`config.mk`:
```
export PLATFORM = sky130hd
export DESIGN_NAME = card_id_list_parser_flat
export DESIGN_NICKNAME = d
export VERILOG_FILES = /design/src/hw/rtl/cidlp_pkg.sv /design/src/hw/rtl/cidlp_byte_if.sv /design/src/hw/rtl/cidlp_card_if.sv /design/src/hw/rtl/cidlp_front.sv /design/src/hw/rtl/cidlp_queue.sv /design/src/hw/rtl/cidlp_back.sv /design/src/hw/rtl/card_id_list_parser.sv /design/src/flat_wrapper.sv
export SDC_FILE = /design/constraint.sdc
export NUM_CORES = 1
export LEC_CHECK = 0
export ABC_AREA = 1
export BUFFER_PORTS_ARGS = -buffer_cell sky130_fd_sc_hd__clkbuf_2
export CAP_MARGIN = 15
export CORE_ASPECT_RATIO = 0.5
export CORE_MARGIN = 8
export CORE_UTILIZATION = 26
export CTS_CLUSTER_SIZE = 28
export DETAILED_ROUTE_END_ITERATION = 7
export PLACE_DENSITY = 0.44
export SLEW_MARGIN = 25
export SYNTH_ARGS = -nofsm -noshare
export SYNTH_HDL_FRONTEND = slang
export SYNTH_SLANG_ARGS = --single-unit
export TNS_END_PERCENT = 5
```
`constraint.sdc`:
```
create_clock -name clk_i -period 3.2 [get_ports clk_i]
set_clock_uncertainty 0.2 [all_clocks]
set_input_delay 0.8 -clock clk_i [delete_from_list [all_inputs] [get_ports clk_i]]
set_output_delay 0.8 -clock clk_i [all_outputs]
set_load 0.05 [all_outputs]
```
`src/hw/rtl/cidlp_pkg.sv`:
```
// Shared types and constants for the card ID list parser.
// No dependencies; the front end, queue, back end, top level and testbench import this package.
package cidlp_pkg;

  localparam int unsigned QueueDepth   = 2;
  localparam int unsigned QueuePtrW    = (QueueDepth > 1) ? $clog2(QueueDepth) : 1;
  localparam int unsigned QueueCntW    = $clog2(QueueDepth + 1);

  localparam logic [7:0]  HexDigitsMax = 8'd8;
  localparam logic [7:0]  CountSat     = 8'd255;
  localparam logic [31:0] DecLimitDiv  = 32'd429496729;
  localparam logic [3:0]  DecLimitMod  = 4'd5;
  localparam logic [15:0] CapacityRst  = 16'hFFFF;

  // Byte classes produced by the front end.
  typedef enum logic [3:0] {
    CLS_EOF     = 4'd0,
    CLS_APOS    = 4'd1,
    CLS_NEWLINE = 4'd2,
    CLS_SEMI    = 4'd3,
    CLS_SPACE   = 4'd4,
    CLS_SEP     = 4'd5,
    CLS_DEC     = 4'd6,
    CLS_HEX     = 4'd7,
    CLS_OTHER   = 4'd8
  } byte_class_e;

  typedef enum logic [2:0] {
    STAGE_START   = 3'b001,
    STAGE_BODY    = 3'b010,
    STAGE_COMMENT = 3'b100
  } line_stage_e;

  typedef enum logic [1:0] {
    ST_OK        = 2'd0,
    ST_MALFORMED = 2'd1,
    ST_TOO_MANY  = 2'd2
  } status_e;

  // One classified byte as it travels through the queue.
  typedef struct packed {
    byte_class_e cls;
    logic [3:0]  digit;
  } token_t;

endpackage

```
`src/hw/rtl/cidlp_byte_if.sv`:
```
// Input channel of the card ID list parser: file bytes and end of file.
// No dependencies.
interface cidlp_byte_if;
  logic       valid;
  logic       ready;
  logic       kind;
  logic [7:0] data_byte;

  modport source (output valid, output kind, output data_byte, input ready);
  modport sink   (input valid, input kind, input data_byte, output ready);
endinterface

```
`src/hw/rtl/cidlp_card_if.sv`:
```
// Result channel of the card ID list parser: one result per input transfer.
// No dependencies.
interface cidlp_card_if;
  logic        valid;
  logic        ready;
  logic [1:0]  status;
  logic        card_valid;
  logic [31:0] card_number;
  logic [15:0] card_index;

  modport source (output valid, output status, output card_valid, output card_number,
                  output card_index, input ready);
  modport sink   (input valid, input status, input card_valid, input card_number,
                  input card_index, output ready);
endinterface

```
`src/hw/rtl/cidlp_front.sv`:
```
// Front end: classifies each incoming byte and extracts its digit value.
// Depends on cidlp_pkg.
module cidlp_front import cidlp_pkg::*; (
  input  logic       kind_i,
  input  logic [7:0] data_byte_i,
  output token_t     token_o
);

  always_comb begin
    token_o.digit = data_byte_i[3:0];
    token_o.cls   = CLS_OTHER;
    if (kind_i) begin
      token_o.cls = CLS_EOF;
    end else if (data_byte_i >= 8'h30 && data_byte_i <= 8'h39) begin
      token_o.cls = CLS_DEC;
    end else if ((data_byte_i >= 8'h61 && data_byte_i <= 8'h66) ||
                 (data_byte_i >= 8'h41 && data_byte_i <= 8'h46)) begin
      // Low nibble of a..f and A..F is 1..6, so adding nine gives 10..15.
      token_o.cls   = CLS_HEX;
      token_o.digit = data_byte_i[3:0] + 4'd9;
    end else if (data_byte_i == 8'h0A) begin
      token_o.cls = CLS_NEWLINE;
    end else if (data_byte_i == 8'h20 || (data_byte_i >= 8'h09 && data_byte_i <= 8'h0D)) begin
      token_o.cls = CLS_SPACE;
    end else if (data_byte_i == 8'h27) begin
      token_o.cls = CLS_APOS;
    end else if (data_byte_i == 8'h3B) begin
      token_o.cls = CLS_SEMI;
    end else if (data_byte_i == 8'h2D || data_byte_i == 8'h5F || data_byte_i == 8'h2E) begin
      token_o.cls = CLS_SEP;
    end
  end

endmodule

```
`src/hw/rtl/cidlp_queue.sv`:
```
// Short token queue between the front end and the back end.
// Depends on cidlp_pkg.
module cidlp_queue import cidlp_pkg::*; (
  input  logic   clk_i,
  input  logic   rst_ni,
  input  logic   push_i,
  input  token_t push_data_i,
  output logic   full_o,
  input  logic   pop_i,
  output logic   empty_o,
  output token_t pop_data_o
);

  token_t                 mem_q [QueueDepth];
  logic [QueuePtrW-1:0]   wr_ptr_q, wr_ptr_d;
  logic [QueuePtrW-1:0]   rd_ptr_q, rd_ptr_d;
  logic [QueueCntW-1:0]   count_q, count_d;

  localparam logic [QueuePtrW-1:0] LastPtr = QueuePtrW'(QueueDepth - 1);
  localparam logic [QueueCntW-1:0] FullCnt = QueueCntW'(QueueDepth);

  assign full_o     = (count_q == FullCnt);
  assign empty_o    = (count_q == '0);
  assign pop_data_o = mem_q[rd_ptr_q];

  always_comb begin
    wr_ptr_d = wr_ptr_q;
    rd_ptr_d = rd_ptr_q;
    count_d  = count_q;
    if (push_i) begin
      wr_ptr_d = (wr_ptr_q == LastPtr) ? '0 : wr_ptr_q + 1'b1;
    end
    if (pop_i) begin
      rd_ptr_d = (rd_ptr_q == LastPtr) ? '0 : rd_ptr_q + 1'b1;
    end
    if (push_i && !pop_i) begin
      count_d = count_q + 1'b1;
    end else if (pop_i && !push_i) begin
      count_d = count_q - 1'b1;
    end
  end

  always_ff @(posedge clk_i or negedge rst_ni) begin
    if (!rst_ni) begin
      wr_ptr_q <= '0;
      rd_ptr_q <= '0;
      count_q  <= '0;
    end else begin
      wr_ptr_q <= wr_ptr_d;
      rd_ptr_q <= rd_ptr_d;
      count_q  <= count_d;
    end
  end

  always_ff @(posedge clk_i) begin
    if (push_i) begin
      mem_q[wr_ptr_q] <= push_data_i;
    end
  end

endmodule

```
`src/hw/rtl/cidlp_back.sv`:
```
// Back end: line state machine, number accumulation and the result register.
// Depends on cidlp_pkg.
module cidlp_back import cidlp_pkg::*; (
  input  logic        clk_i,
  input  logic        rst_ni,
  input  logic [15:0] capacity_i,
  input  logic        tok_valid_i,
  input  token_t      tok_i,
  output logic        tok_pop_o,
  output logic        res_valid_o,
  input  logic        res_ready_i,
  output logic [1:0]  status_o,
  output logic        card_valid_o,
  output logic [31:0] card_number_o,
  output logic [15:0] card_index_o
);

  line_stage_e stage_q, stage_d;
  logic        dec_q, dec_d;
  logic [31:0] acc_q, acc_d;
  logic [7:0]  cnt_q, cnt_d;
  logic [15:0] stored_q, stored_d;

  logic        out_valid_q;
  status_e     status_q, status_d;
  logic        card_valid_q, card_valid_d;
  logic [31:0] number_q, number_d;
  logic [15:0] index_q, index_d;

  logic        finish;
  logic [31:0] acc_times10;
  logic        dec_fits;

  // The result register frees up in the same cycle it is taken.
  assign tok_pop_o = tok_valid_i && (!out_valid_q || res_ready_i);

  assign acc_times10 = {acc_q[28:0], 3'b000} + {acc_q[30:0], 1'b0} + {28'd0, tok_i.digit};
  assign dec_fits    = (acc_q < DecLimitDiv) ||
                       (acc_q == DecLimitDiv && tok_i.digit <= DecLimitMod);

  always_comb begin
    stage_d      = stage_q;
    dec_d        = dec_q;
    acc_d        = acc_q;
    cnt_d        = cnt_q;
    stored_d     = stored_q;
    status_d     = ST_OK;
    card_valid_d = 1'b0;
    number_d     = '0;
    index_d      = '0;
    finish       = 1'b0;

    if (tok_i.cls == CLS_EOF) begin
      finish = 1'b1;
    end else if (stage_q == STAGE_COMMENT) begin
      finish = (tok_i.cls == CLS_NEWLINE);
    end else if (stage_q == STAGE_START && tok_i.cls == CLS_APOS) begin
      dec_d = 1'b1;
    end else begin
      // Any non-whitespace byte at line start opens the body, even a malformed one.
      if (stage_q == STAGE_START && tok_i.cls != CLS_SPACE && tok_i.cls != CLS_NEWLINE) begin
        stage_d = STAGE_BODY;
      end
      unique case (tok_i.cls)
        CLS_NEWLINE: finish = 1'b1;
        CLS_SEMI:    stage_d = STAGE_COMMENT;
        CLS_DEC, CLS_HEX: begin
          if (!dec_q) begin
            if (cnt_q >= HexDigitsMax) begin
              status_d = ST_MALFORMED;
            end else begin
              acc_d = {acc_q[27:0], tok_i.digit};
              cnt_d = cnt_q + 8'd1;
            end
          end else if (tok_i.cls == CLS_DEC && dec_fits) begin
            acc_d = acc_times10;
            if (cnt_q < CountSat) begin
              cnt_d = cnt_q + 8'd1;
            end
          end else begin
            status_d = ST_MALFORMED;
          end
        end
        CLS_SPACE, CLS_SEP: ;
        default: status_d = ST_MALFORMED;
      endcase
    end

    if (finish) begin
      if (cnt_q != '0) begin
        if (stored_q < capacity_i) begin
          card_valid_d = 1'b1;
          number_d     = acc_q;
          index_d      = stored_q;
          stored_d     = stored_q + 16'd1;
        end else begin
          status_d = ST_TOO_MANY;
        end
      end
      stage_d = STAGE_START;
      dec_d   = 1'b0;
      acc_d   = '0;
      cnt_d   = '0;
    end
  end

  always_ff @(posedge clk_i or negedge rst_ni) begin
    if (!rst_ni) begin
      stage_q     <= STAGE_START;
      dec_q       <= 1'b0;
      acc_q       <= '0;
      cnt_q       <= '0;
      stored_q    <= '0;
      out_valid_q <= 1'b0;
    end else begin
      if (tok_pop_o) begin
        stage_q  <= stage_d;
        dec_q    <= dec_d;
        acc_q    <= acc_d;
        cnt_q    <= cnt_d;
        stored_q <= stored_d;
      end
      if (tok_pop_o) begin
        out_valid_q <= 1'b1;
      end else if (res_ready_i) begin
        out_valid_q <= 1'b0;
      end
    end
  end

  always_ff @(posedge clk_i) begin
    if (tok_pop_o) begin
      status_q     <= status_d;
      card_valid_q <= card_valid_d;
      number_q     <= number_d;
      index_q      <= index_d;
    end
  end

  assign res_valid_o   = out_valid_q;
  assign status_o      = status_q;
  assign card_valid_o  = card_valid_q;
  assign card_number_o = number_q;
  assign card_index_o  = index_q;

  a_card_ok: assert property (@(posedge clk_i) disable iff (!rst_ni)
    tok_pop_o && card_valid_d |-> status_d == ST_OK)
    else $error("card emitted with a non-success status");

  a_no_card_zero: assert property (@(posedge clk_i) disable iff (!rst_ni)
    tok_pop_o && !card_valid_d |-> number_d == '0 && index_d == '0)
    else $error("card fields not cleared on a result without a card");

  a_count_step: assert property (@(posedge clk_i) disable iff (!rst_ni)
    tok_pop_o && card_valid_d |=> stored_q == $past(index_d) + 16'd1)
    else $error("stored card count did not follow the emitted index");

  a_line_cleared: assert property (@(posedge clk_i) disable iff (!rst_ni)
    tok_pop_o && finish |=> stage_q == STAGE_START && cnt_q == '0 && !dec_q)
    else $error("line state not cleared after a line end");

endmodule

```
`src/hw/rtl/card_id_list_parser.sv`:
```
// Top level of the card ID list parser: front end, token queue, back end.
// Depends on cidlp_pkg, cidlp_byte_if, cidlp_card_if, cidlp_front, cidlp_queue, cidlp_back.
//
//   Port          Direction  Role
//   byte_i        sink       file bytes (kind 0) and end of file (kind 1)
//   result_o      source     one status/card result per input transfer
//   cfg_we_i      input      writes cfg_wdata_i into the card limit register
//
// One byte per cycle sustained while results are taken; the classified byte enters
// the queue at the transfer edge, and the line update then loads the result register
// once that register is free.
// While a result waits to be taken, the two-entry queue holds up to two more transfers.
// Reset clears the line state, the stored card count and the queue; the card limit
// returns to 65535.
module card_id_list_parser import cidlp_pkg::*; (
  input  logic          clk_i,
  input  logic          rst_ni,
  cidlp_byte_if.sink    byte_i,
  cidlp_card_if.source  result_o,
  input  logic          cfg_we_i,
  input  logic [15:0]   cfg_wdata_i
);

  logic [15:0] capacity_q;
  token_t      front_tok;
  token_t      queue_tok;
  logic        queue_full;
  logic        queue_empty;
  logic        queue_pop;
  logic        push;

  always_ff @(posedge clk_i or negedge rst_ni) begin
    if (!rst_ni) begin
      capacity_q <= CapacityRst;
    end else if (cfg_we_i) begin
      capacity_q <= cfg_wdata_i;
    end
  end

  assign byte_i.ready = !queue_full;
  assign push         = byte_i.valid && !queue_full;

  cidlp_front u_front (
    .kind_i      (byte_i.kind),
    .data_byte_i (byte_i.data_byte),
    .token_o     (front_tok)
  );

  cidlp_queue u_queue (
    .clk_i       (clk_i),
    .rst_ni      (rst_ni),
    .push_i      (push),
    .push_data_i (front_tok),
    .full_o      (queue_full),
    .pop_i       (queue_pop),
    .empty_o     (queue_empty),
    .pop_data_o  (queue_tok)
  );

  cidlp_back u_back (
    .clk_i         (clk_i),
    .rst_ni        (rst_ni),
    .capacity_i    (capacity_q),
    .tok_valid_i   (!queue_empty),
    .tok_i         (queue_tok),
    .tok_pop_o     (queue_pop),
    .res_valid_o   (result_o.valid),
    .res_ready_i   (result_o.ready),
    .status_o      (result_o.status),
    .card_valid_o  (result_o.card_valid),
    .card_number_o (result_o.card_number),
    .card_index_o  (result_o.card_index)
  );

endmodule

```
`src/flat_wrapper.sv`:
```
// flat-port wrapper written by rule: the top's interface ports become plain ports
module card_id_list_parser_flat import cidlp_pkg::*;
  (clk_i, rst_ni, cfg_we_i, cfg_wdata_i, byte_i_valid, byte_i_kind, byte_i_data_byte, byte_i_ready, result_o_valid, result_o_status, result_o_card_valid, result_o_card_number, result_o_card_index, result_o_ready);
  cidlp_byte_if byte_i_i ();
  cidlp_card_if result_o_i ();
  input  logic clk_i;
  input  logic rst_ni;
  input  logic cfg_we_i;
  input  logic [15:0] cfg_wdata_i;
  input wire logic [$bits(byte_i_i.valid)-1:0] byte_i_valid;
  input wire logic [$bits(byte_i_i.kind)-1:0] byte_i_kind;
  input wire logic [$bits(byte_i_i.data_byte)-1:0] byte_i_data_byte;
  output wire logic [$bits(byte_i_i.ready)-1:0] byte_i_ready;
  output wire logic [$bits(result_o_i.valid)-1:0] result_o_valid;
  output wire logic [$bits(result_o_i.status)-1:0] result_o_status;
  output wire logic [$bits(result_o_i.card_valid)-1:0] result_o_card_valid;
  output wire logic [$bits(result_o_i.card_number)-1:0] result_o_card_number;
  output wire logic [$bits(result_o_i.card_index)-1:0] result_o_card_index;
  input wire logic [$bits(result_o_i.ready)-1:0] result_o_ready;
  assign byte_i_i.valid = byte_i_valid;
  assign byte_i_i.kind = byte_i_kind;
  assign byte_i_i.data_byte = byte_i_data_byte;
  assign byte_i_ready = byte_i_i.ready;
  assign result_o_valid = result_o_i.valid;
  assign result_o_status = result_o_i.status;
  assign result_o_card_valid = result_o_i.card_valid;
  assign result_o_card_number = result_o_i.card_number;
  assign result_o_card_index = result_o_i.card_index;
  assign result_o_i.ready = result_o_ready;
  card_id_list_parser u_core (.clk_i(clk_i), .rst_ni(rst_ni), .byte_i(byte_i_i), .result_o(result_o_i), .cfg_we_i(cfg_we_i), .cfg_wdata_i(cfg_wdata_i));
endmodule
```
==> results.md, run 1 <==
- CTS clk-pin slew, worst paths: 60 ps
- Starting Density: 0.265
- P_sw: roughly 5.0 mW
- Sequential element share of the synthesized area: 0.409
- Adder-Cell Fraction of Synth Area: 0.107
- Mux cell area share after synthesis: 0.00101
- Arr. time, crit path: just over 3000 ps
- Post-CTS setup repair buffer count: 0
- Compound-gate portion of the synthesized area: 0.0845
- Main combinational cell family by area after synthesis: simple AND/OR/NAND/NOR gates
- Worst setup path class: flop to flop
- Top post-synthesis cells by area: edfxtp_1 (20%), dfrtp_1 (16%), nand2_1 (11%)
- Peak VDD IR: around 0.4 mV
- Detailed Route WL: 28800 um
- Remaining antenna violation count after routing: 0
- Fill count: 4038
- Latest clock arrival within the worst-skew pair: approximately 440 ps
- Post-synth cell types: 54
- Worst min path class: primary input to asynchronous set/reset pin
- Net Sw Frac: 0.489
- Logic pwr share: 0.492
- Slew @ Worst Pin: 754 ps
- Initial antenna violation count: 0
- Crit path time final: 2980 ps
- Post-synth top area cell: edfxtp_1
- Wire length per cell: 15.3 um
- Placed cell area: 10900 um2
- Antenna diodes: 0
- Vias/cell: about 4.6
- Cell row count: 50
- Synth Area in Simple Gates: 0.282
- # H-tree levels: 4
- P_leak: about 5.5 nW
- Final nets: 1484
- Number of synthesized register bits: around 150
- Syn Area/Cell: slightly below 8 um2
- Syn-to-layout area delta: 16.4%
- Initial DRC Count: 523
- GRT overflow: 0
- Clock network power share: 0.196
- Via count: 8578
- Largest net degree at the start of global routing: 55
- CTS tree: yes
- Final Hold Fails: 0
- Int Power: 5.27 mW
- Cell with the most instances after synthesis: nand2_1
- Top fanout value on the critical path: 7
- Share of cells above drive strength 1: 0.132
- Max transition margin: 0.495
- Cell count after synthesis: 1285
- First-pass GRT wire length: 46900 um
- Max-slew violations: 0
- RSZ-0062 raised after global routing: yes
- Drt pass-1 iters: 6
- Reg power frac: 0.311
- Synth warnings: 0
- Fmax: 0.336 GHz
- CTS sink cnt: 148
- Status: finished clean
- GRT Overall Usage: 0.130
- CP endpoint kind: flop
- Syn Nets: about 1400
- Worst EP required: 3330 ps
- Die footprint: 45100 um2
- Fin Hold WS: 162 ps
- Final period utilization: 0.930
- CTS root buf: clkbuf_16
- Power Density: 891 nW/um2
- Final instance area: around 12000 um2
- Primary FF master, synth: edfxtp_1
- Post-synthesis xor/xnor area fraction: 0.0300
- Width of the die: about 290 um
- Synth top cells by count: nand2_1 (303), inv_1 (178), nor2_1 (164), nand3_1 (123), ha_1 (82)
- Clk buf depth: 2
- Die height: ~150 um
- Post-synth ARST share: 0.547
- Post-synth top area share: 0.202
- EDFF count, synth: 67
- Num CTS Buffers: 17
- Post-DP HPWL: 21700 um
- Core ar.: approximately 38000 um2
- Mapped cell area: 9940 um2
- I/O Buffers: 82
- Max_cap viols: 0
- IO Pins: 83
- Reg2Reg Depth: 17
- DRC: 0
- CP startpoint kind: flop
- GP Congestion: 0.927
- Number of setup violations in the final report: 0
- Number of global-route vias before repair: 8533
==> kinds of logic (layout without fill, tap and decap cells) <==
kind of cell	after synthesis	after routing
buffers and inverters	214	312
adder cells (fa/ha/maj)	84	84
multiplexers	1	1
XOR/XNOR	34	34
flip-flops	148	148
AND/OR/NAND/NOR	651	651
AO/OA/AOI/OAI	153	153
==> sequential cells by signal (all words and copies together) (netlist names), 2 cells and up <==
register,count
u_core.u_queue.count_q,2
u_core.u_back.acc_q,32
u_core.u_queue.mem_q,16
u_core.capacity_q,16
u_core.u_back.cnt_q,8
u_core.u_back.stage_q,3
u_core.u_back.card_number_o,32
u_core.u_back.status_o,2
u_core.u_back.card_index_o,16
u_core.u_back.stored_q,16
==> critical path, stage by stage (launching register included) <==
cell,delay (ps)
dfrtp_2,440
inv_4,100
nand2_1,80
nand2_2,90
fa_2,470
ha_1,310
nand3_1,100
nand3_2,160
nand2_1,90
nand2_1,130
nand2_1,90
nand2_1,120
nand3_1,140
nand2_1,70
nand2_1,60
nand3_1,60
nand3_1,90
nand2_1,50
==> power by group through the flow <==
stage | Sequential (mW) | Combinational (mW) | Clock [mW]
after global placement | 3.25 | 5.11 | 0
after floorplan | 4.08 | 2.84 | 0
final | 3.21 | 5.08 | 2.02
after global routing | 3.31 | 5.65 | 2.16
after CTS | 3.23 | 5.16 | 2.09
after detailed placement | 3.26 | 5.13 | 0
==> cell type report <==
| class | instances | area (um2) | area share |
|---|---|---|---|
| Clock inverter | 15 | 158 | 0.0136 |
| Sequential cell | 148 | 4060 | 0.351 |
| Tap cell | 494 | 618 | 0.0534 |
| Timing Repair Buffer | 96 | 543 | 0.0469 |
| Multi-Input combinational cell | 923 | 5070 | 0.438 |
| Clock buffer | 17 | 425 | 0.0368 |
| Inverter | 184 | 696 | 0.0601 |
==> metal layers <==
| layer | wire length [um] | vias to the layer above | track usage |
|---|---|---|---|
| li1 | - | 4371 | - |
| met1 | 13800 | 3992 | 0.172 |
| met2 | 13300 | 177 | 0.211 |
| met3 | 1130 | 38 | 0.0231 |
| met4 | 620 | 0 | 0.0468 |
| met5 | 0 | - | 0 |
==> what timing repair did <==
item,in CTS,in global routing
gates resized for setup,0,13
endpoints found under the setup margin,0,16
hold buffers,0,0
==> cell usage in the layout, fill, tap and decap left out, drive strengths merged, types with 5 or more instances in the layout <==
master,n
buf,15
ha,82
a21oi,46
nand4,21
nor3,13
clkbuf,98
o21bai,6
dfrtp,64
a21o,5
nor2,168
nand2,313
xor2,23
dfstp,17
edfxtp,67
clkinv,8
inv,186
o21ai,83
nand3,125
xnor2,11
==> through the flow <==
step / instances / power, mW / utilization / TNS, ps / worst slack (ps)
after floorplan: 1285 / 6.92 / - / 0 / 181
after global placement: 1845 / 8.35 / 0.291 / 0 / 99.5
after detailed placement: 1845 / 8.39 / 0.291 / 0 / 75.3
after CTS: 1877 / 10.5 / 0.307 / 0 / 26.4
after global routing: 1877 / 11.1 / 0.308 / -18.9 / -15.4
final: 1877 / 10.3 / 0.308 / 0 / 224
==> worst paths after layout <==
check / from / to / slack, ps
setup reg to reg: u_core.u_queue.rd_ptr_q / u_core.u_back.acc_q[27] / 220
hold reg to reg: u_core.u_queue.count_q[0] / u_core.u_queue.count_q[0] / 280
hold / removal: rst_ni / u_core.u_back.stored_q[12] / 160
max in group asynchronous: rst_ni / u_core.capacity_q[0] / 1910
min in group clk_i: u_core.u_queue.count_q[0] / u_core.u_queue.count_q[0] / 280
setup / recovery: u_core.u_queue.rd_ptr_q / u_core.u_back.acc_q[27] / 220
Note: power is estimated with default switching activity, not from simulation.
==> inputs of run 2 (changes only) <==
--- a/config.mk
+++ b/config.mk
@@ -13,7 +13,8 @@
 export CORE_UTILIZATION = 26
 export CTS_CLUSTER_SIZE = 28
 export DETAILED_ROUTE_END_ITERATION = 7
-export PLACE_DENSITY = 0.44
+export GPL_TIMING_DRIVEN = 0
+export PLACE_DENSITY_LB_ADDON = 0.08
 export SLEW_MARGIN = 25
 export SYNTH_ARGS = -nofsm -noshare
 export SYNTH_HDL_FRONTEND = slang
==> results.md, run 2 (same netlist as run 1, synthesis figures left out) <==
- Placed cell area: roughly 11000 um2
- Total power: 10.6 mW
- Detailed Route WL: 29800 um
- Cell row count: 50
- Final nets: around 1500
- Most frequent cells in the layout: nand2_1 (294), inv_1 (178), nor2_1 (163)
- Number of global-route vias before repair: ~8400
- GRT overflow: 0
- Largest net degree at the start of global routing: 68
- Commonest non-fill, non-tap cell in the layout: nand2_1
- Via count: 8526
- Crit path max-delay cell type: fa_2
- First-pass GRT wire length: 47500 um
- Max_cap viols: 0
- Worst EP required: around 3300 ps
- Width of the die: 292 um
- Max-slew violations: 0
- GRT Overall Usage: 0.132
- Vias/cell: roughly 4.5
- Top fanout value on the critical path: 10
- Hold_buf cts: 0
- Post-layout util: 0.315
- Most common cell on crit path: nand2_1
- Cell class contributing the biggest share of worst-path delay: simple AND/OR/NAND/NOR gates
- Fmax: 0.327 GHz
- Largest stage delay, worst path: a little under 600 ps
- GP Congestion: 0.866
- Status: finished clean
- Area of the multi-input gates: 5110 um2
- RSZ-0062 raised after global routing: yes
- Fin Hold WS: 204 ps
- Starting Density: 0.265
- Die height: roughly 150 um
- Initial DRC Count: between 400 and 500
- Fin Setup TNS: 0 ps
- Syn-to-layout area delta: 18.9%
- DRC: 0
- Die footprint: 45100 um2
- Buf+Inv Stages, Crit Path: 3
- Worst min path class: primary input to asynchronous set/reset pin
- CP endpoint kind: flop
- I/O Buffers: 82
- Clk buf depth: 2
- Remaining antenna violation count after routing: 0
- Drt pass-1 iters: 5
- Share of cells above drive strength 1: 0.141
- P_leak: between 5 and 6 nW
- Core ar.: around 38000 um2
- Max transition margin: 0.482
- Slew @ Worst Pin: 777 ps
- Worst setup path class: flop to flop
- Fill count: 4053
- # H-tree levels: 4
- CTS sink cnt: 148
- Post-DP HPWL: 23800 um
- Antenna diodes: 0
- Register area: just over 4000 um2
- Latest clock arrival within the worst-skew pair: 430 ps
- CTS tree: yes
- IO Pins: 83
- CP cell instances: buf_6 -> inv_4 -> nand2_1 -> nand2_2 -> fa_2 -> ha_1 -> nand3_2 -> nand3_4 -> nand2_1 -> nand2_4 -> buf_4 -> nand4_1 -> nand3_1 -> nand2_1 -> nand3_1 -> nand3_1 -> nand2_1
- Crit path time final: ~3000 ps
- CP startpoint kind: flop
- Final Hold Fails: 0
- Num CTS Buffers: 17
- Final instance area: 11800 um2
- Final period utilization: 0.955
- Wire length per cell: 15.7 um
- Number of setup violations in the final report: 0
- Initial antenna violation count: 0
- CTS clk-pin slew, worst paths: ~70 ps
- Power Density: 896 nW/um2
- CTS root buf: clkbuf_16
- Arr. time, crit path: 3170 ps
- Peak VDD IR: 0.424 mV
## run 2: cell types whose count changed in the layout (fill, tap and decap cells not counted), moves of 4 or more
cell / change
buf_16: +4
clkbuf_1: +17
buf_2: +5
buf_4: -7
buf_6: +5
## run 2: layout make-up
type                    count  area share
plain buffers              30      0.0143
clock buffers              18      0.0363
clock inverters            14      0.0149
inverters                 184      0.0589
multi-input cells         923       0.433
flip-flops and latches    148       0.344
well taps                 494      0.0523
repair buffers             89      0.0467
## run 2: what timing repair did
| item | 4_1_cts | 5_1_grt |
|---|---|---|
| buffers inserted | 1 | 2 |
| resized for setup | 8 | 16 |
| cloned | 0 | 0 |
| pin swaps | 1 | 7 |
| endpoints found under the setup margin | 16 | 13 |
## run 2: routing by layer
| metal | routed length [um] | vias to the layer above | part of all wire | GRT usage |
|---|---|---|---|---|
| met5 | 0 | - | 0 | 0 |
| met4 | 262 | 0 | 0.0088 | 0.0263 |
| met3 | 1330 | 17 | 0.045 | 0.0323 |
| met2 | 13600 | 144 | 0.46 | 0.216 |
| met1 | 14600 | 3955 | 0.49 | 0.178 |
| li1 | - | 4410 | - | - |
## run 2: where the power goes
group	switching (mW)	internal (mW)
logic	3.73	1.56
clock network	0.860	1.24
registers	0.493	2.71
## run 2: through the flow
| stage | std cells | setup WS [ps] |
|---|---|---|
| after global placement | 1861 | -1030 |
| after global routing | 1900 | -8.47 |
| after detailed placement | 1865 | -240 |
| after floorplan | 1285 | 181 |
| final | 1900 | 145 |
| after CTS | 1898 | 6.41 |
## run 2: path summary, 6_finish.rpt
path                                           start                   endpoint  slack, ps  depth (start not counted)
hold reg to reg            u_core.u_queue.count_q[0]  u_core.u_queue.count_q[0]        270                          1
setup reg to reg             u_core.u_queue.rd_ptr_q    u_core.u_back.acc_q[23]        140                         17
max in group asynchronous                     rst_ni   u_core.u_back.stage_q[0]       2150                          2
hold / removal                                rst_ni       u_core.capacity_q[0]        200                          1
setup / recovery             u_core.u_queue.rd_ptr_q    u_core.u_back.acc_q[23]        140                         17
min in group clk_i         u_core.u_queue.count_q[0]  u_core.u_queue.count_q[0]        270                          1
==> inputs of run 3 (changes only) <==
--- a/config.mk
+++ b/config.mk
@@ -15,6 +15,7 @@
 export DETAILED_ROUTE_END_ITERATION = 7
 export GPL_TIMING_DRIVEN = 0
 export PLACE_DENSITY_LB_ADDON = 0.08
+export SKIP_CTS_REPAIR_TIMING = 1
 export SLEW_MARGIN = 25
 export SYNTH_ARGS = -nofsm -noshare
 export SYNTH_HDL_FRONTEND = slang
==> constraint.sdc (replaced) <==
create_clock -name clk_i -period 3.2 [get_ports clk_i]
set_clock_uncertainty 0.2 [all_clocks]
set_input_delay 0.32 -clock clk_i [delete_from_list [all_inputs] [get_ports clk_i]]
set_output_delay 0.32 -clock clk_i [all_outputs]
set_load 0.05 [all_outputs]
==> results.md, run 3 (same netlist as run 1, synthesis figures left out) <==
- Status: finished clean
- Clk buf depth: 2
- Commonest non-fill, non-tap cell in the layout: nand2_1
- Cell row count: 50
- First-pass GRT wire length: 47400 um
- Buf+Inv Stages, Crit Path: 2
- Fmax: ~0.33 GHz
- Drt pass-1 iters: 5
- Final Hold Fails: 0
- Worst EP required: 3320 ps
- # H-tree levels: 4
- CTS clk-pin slew, worst paths: 60 ps
- GRT Overall Usage: 0.132
- Largest stage delay, worst path: 420 ps
- IO Pins: 83
- Final instance area: around 12000 um2
- Max-slew violations: 0
- Arr. time, crit path: 3150 ps
- Top fanout value on the critical path: 10
- Int Power: 5.53 mW
- Latest clock arrival within the worst-skew pair: 430 ps
- Most frequent cells in the layout: nand2_1 (294), inv_1 (178), nor2_1 (163)
- Cell class contributing the biggest share of worst-path delay: simple AND/OR/NAND/NOR gates
- Vias/cell: 4.47
- Final cell count without fillers: 1920
- Final period utilization: 0.946
- CTS tree: yes
- GP Congestion: 0.866
- CTS root buf: clkbuf_16
- Max transition margin: 0.490
- Die footprint: 45100 um2
- GRT overflow: 0
- Largest net degree at the start of global routing: 68
- Number of setup violations in the final report: 0
- DRC: 0
- # placed instances: around 1900
- Total power: 10.6 mW
- Wire length per cell: between 15 and 20 um
- Detailed Route WL: 29900 um
- Slew @ Worst Pin: ~760 ps
- Net Sw Frac: 0.479
- Initial antenna violation count: 0
- Initial DRC Count: 444
- Remaining antenna violation count after routing: 0
- Crit path max-delay cell type: fa_2
- Die height: 154 um
- I/O Buffers: 82
- Share of cells above drive strength 1: 0.138
- Max_cap viols: 0
- Post-DP HPWL: roughly 24000 um
- Number of global-route vias before repair: 8387
- Final nets: 1527
- Worst setup path class: flop to flop
- Peak VDD IR: 0.423 mV
- Clock network power share: 0.198
- Antenna diodes: 0
- Starting Density: 0.265
- Logic pwr share: 0.500
- CP endpoint kind: flop
- RSZ-0062 raised after global routing: yes
- Syn-to-layout area delta: 20.9%
- P_sw: 5.08 mW
- Core ar.: 37500 um2
- Placed cell area: 11100 um2
- CP startpoint kind: flop
- Power Density: 883 nW/um2
- Reg power frac: 0.302
- Crit path time final: ~3000 ps
- Num CTS Buffers: 17
- P_leak: 5.65 nW
- Fin Hold WS: 74.3 ps
- Worst min path class: primary input to flop
- CP cell instances: buf_6 -> inv_4 -> nand2_1 -> nand2_1 -> ha_1 -> ha_2 -> fa_2 -> nand3_1 -> nand3_2 -> nand2_2 -> nand3_4 -> nand2_1 -> nand2_2 -> nand2_1 -> nand2_1 -> nand2_1 -> nand3_1 -> nand3_1 -> nand2_1
- Width of the die: 292 um
- Via count: 8577
- CTS sink cnt: 148
- Most common cell on crit path: nand2_1
[run 3: cell types whose count changed in the layout (fill, tap and decap cells not counted)]
cell,previous run,this run
buf_4,6,5
dlygate4sd3_1,0,21
[run 3: through the flow]
stage | utilization | setup WS, ps | TNS (ps)
after CTS | 0.312 | -267 | -1980
after global placement | 0.292 | -568 | -19080
after floorplan | - | 295 | 0
after detailed placement | 0.296 | -240 | -1540
after global routing | 0.320 | -24.2 | -45.4
final | 0.320 | 173 | 0
[run 3: routing by layer]
metal	global-route usage	wire length, um
met5	0	0
met1	0.178	14700
met2	0.215	13600
met4	0.0263	280
met3	0.0323	1270
[run 3: worst paths after layout]
path                                      startpoint                         to  slack [ps]  cells past startpoint
min reg2reg                u_core.u_queue.count_q[0]  u_core.u_queue.count_q[0]         270                      1
max in group asynchronous                     rst_ni   u_core.u_back.stage_q[0]        2060                      3
min                                     byte_i_valid    u_core.u_queue.wr_ptr_q          70                      5
max                          u_core.u_queue.rd_ptr_q    u_core.u_back.acc_q[22]         170                     19
min in group asynchronous                     rst_ni       u_core.capacity_q[0]         290                      2
max reg2reg                  u_core.u_queue.rd_ptr_q    u_core.u_back.acc_q[22]         170                     19
[run 3: cell type report]
| cell class | instances | area (um2) |
|---|---|---|
| Fill cell | 4031 | 25500 |
| Multi-Input combinational cell | 923 | 5110 |
| Sequential cell | 148 | 4060 |
| Timing Repair Buffer | 109 | 754 |
| Inverter | 184 | 696 |
| Tap cell | 494 | 618 |
| Clock buffer | 18 | 429 |
| Clock inverter | 14 | 176 |
| Buffer | 30 | 169 |
[run 3: worst min-delay path: cells and delay by family]
| family | cells | cell delay (ps) |
|---|---|---|
| and+or+nand+nor | 3 | 190 |
| buffers and inverters | 2 | 160 |
[run 3: power by group through the flow]
stage          sequential (mW)  combinational, mW  clock [mW]
2_1_floorplan             4.08               2.84           0
3_3_place_gp              3.28               5.17           0
3_5_place_dp              3.27               5.32           0
4_1_cts                   3.24               5.34        2.16
5_1_grt                   3.30               5.91        2.24
6_report                  3.21               5.31        2.10
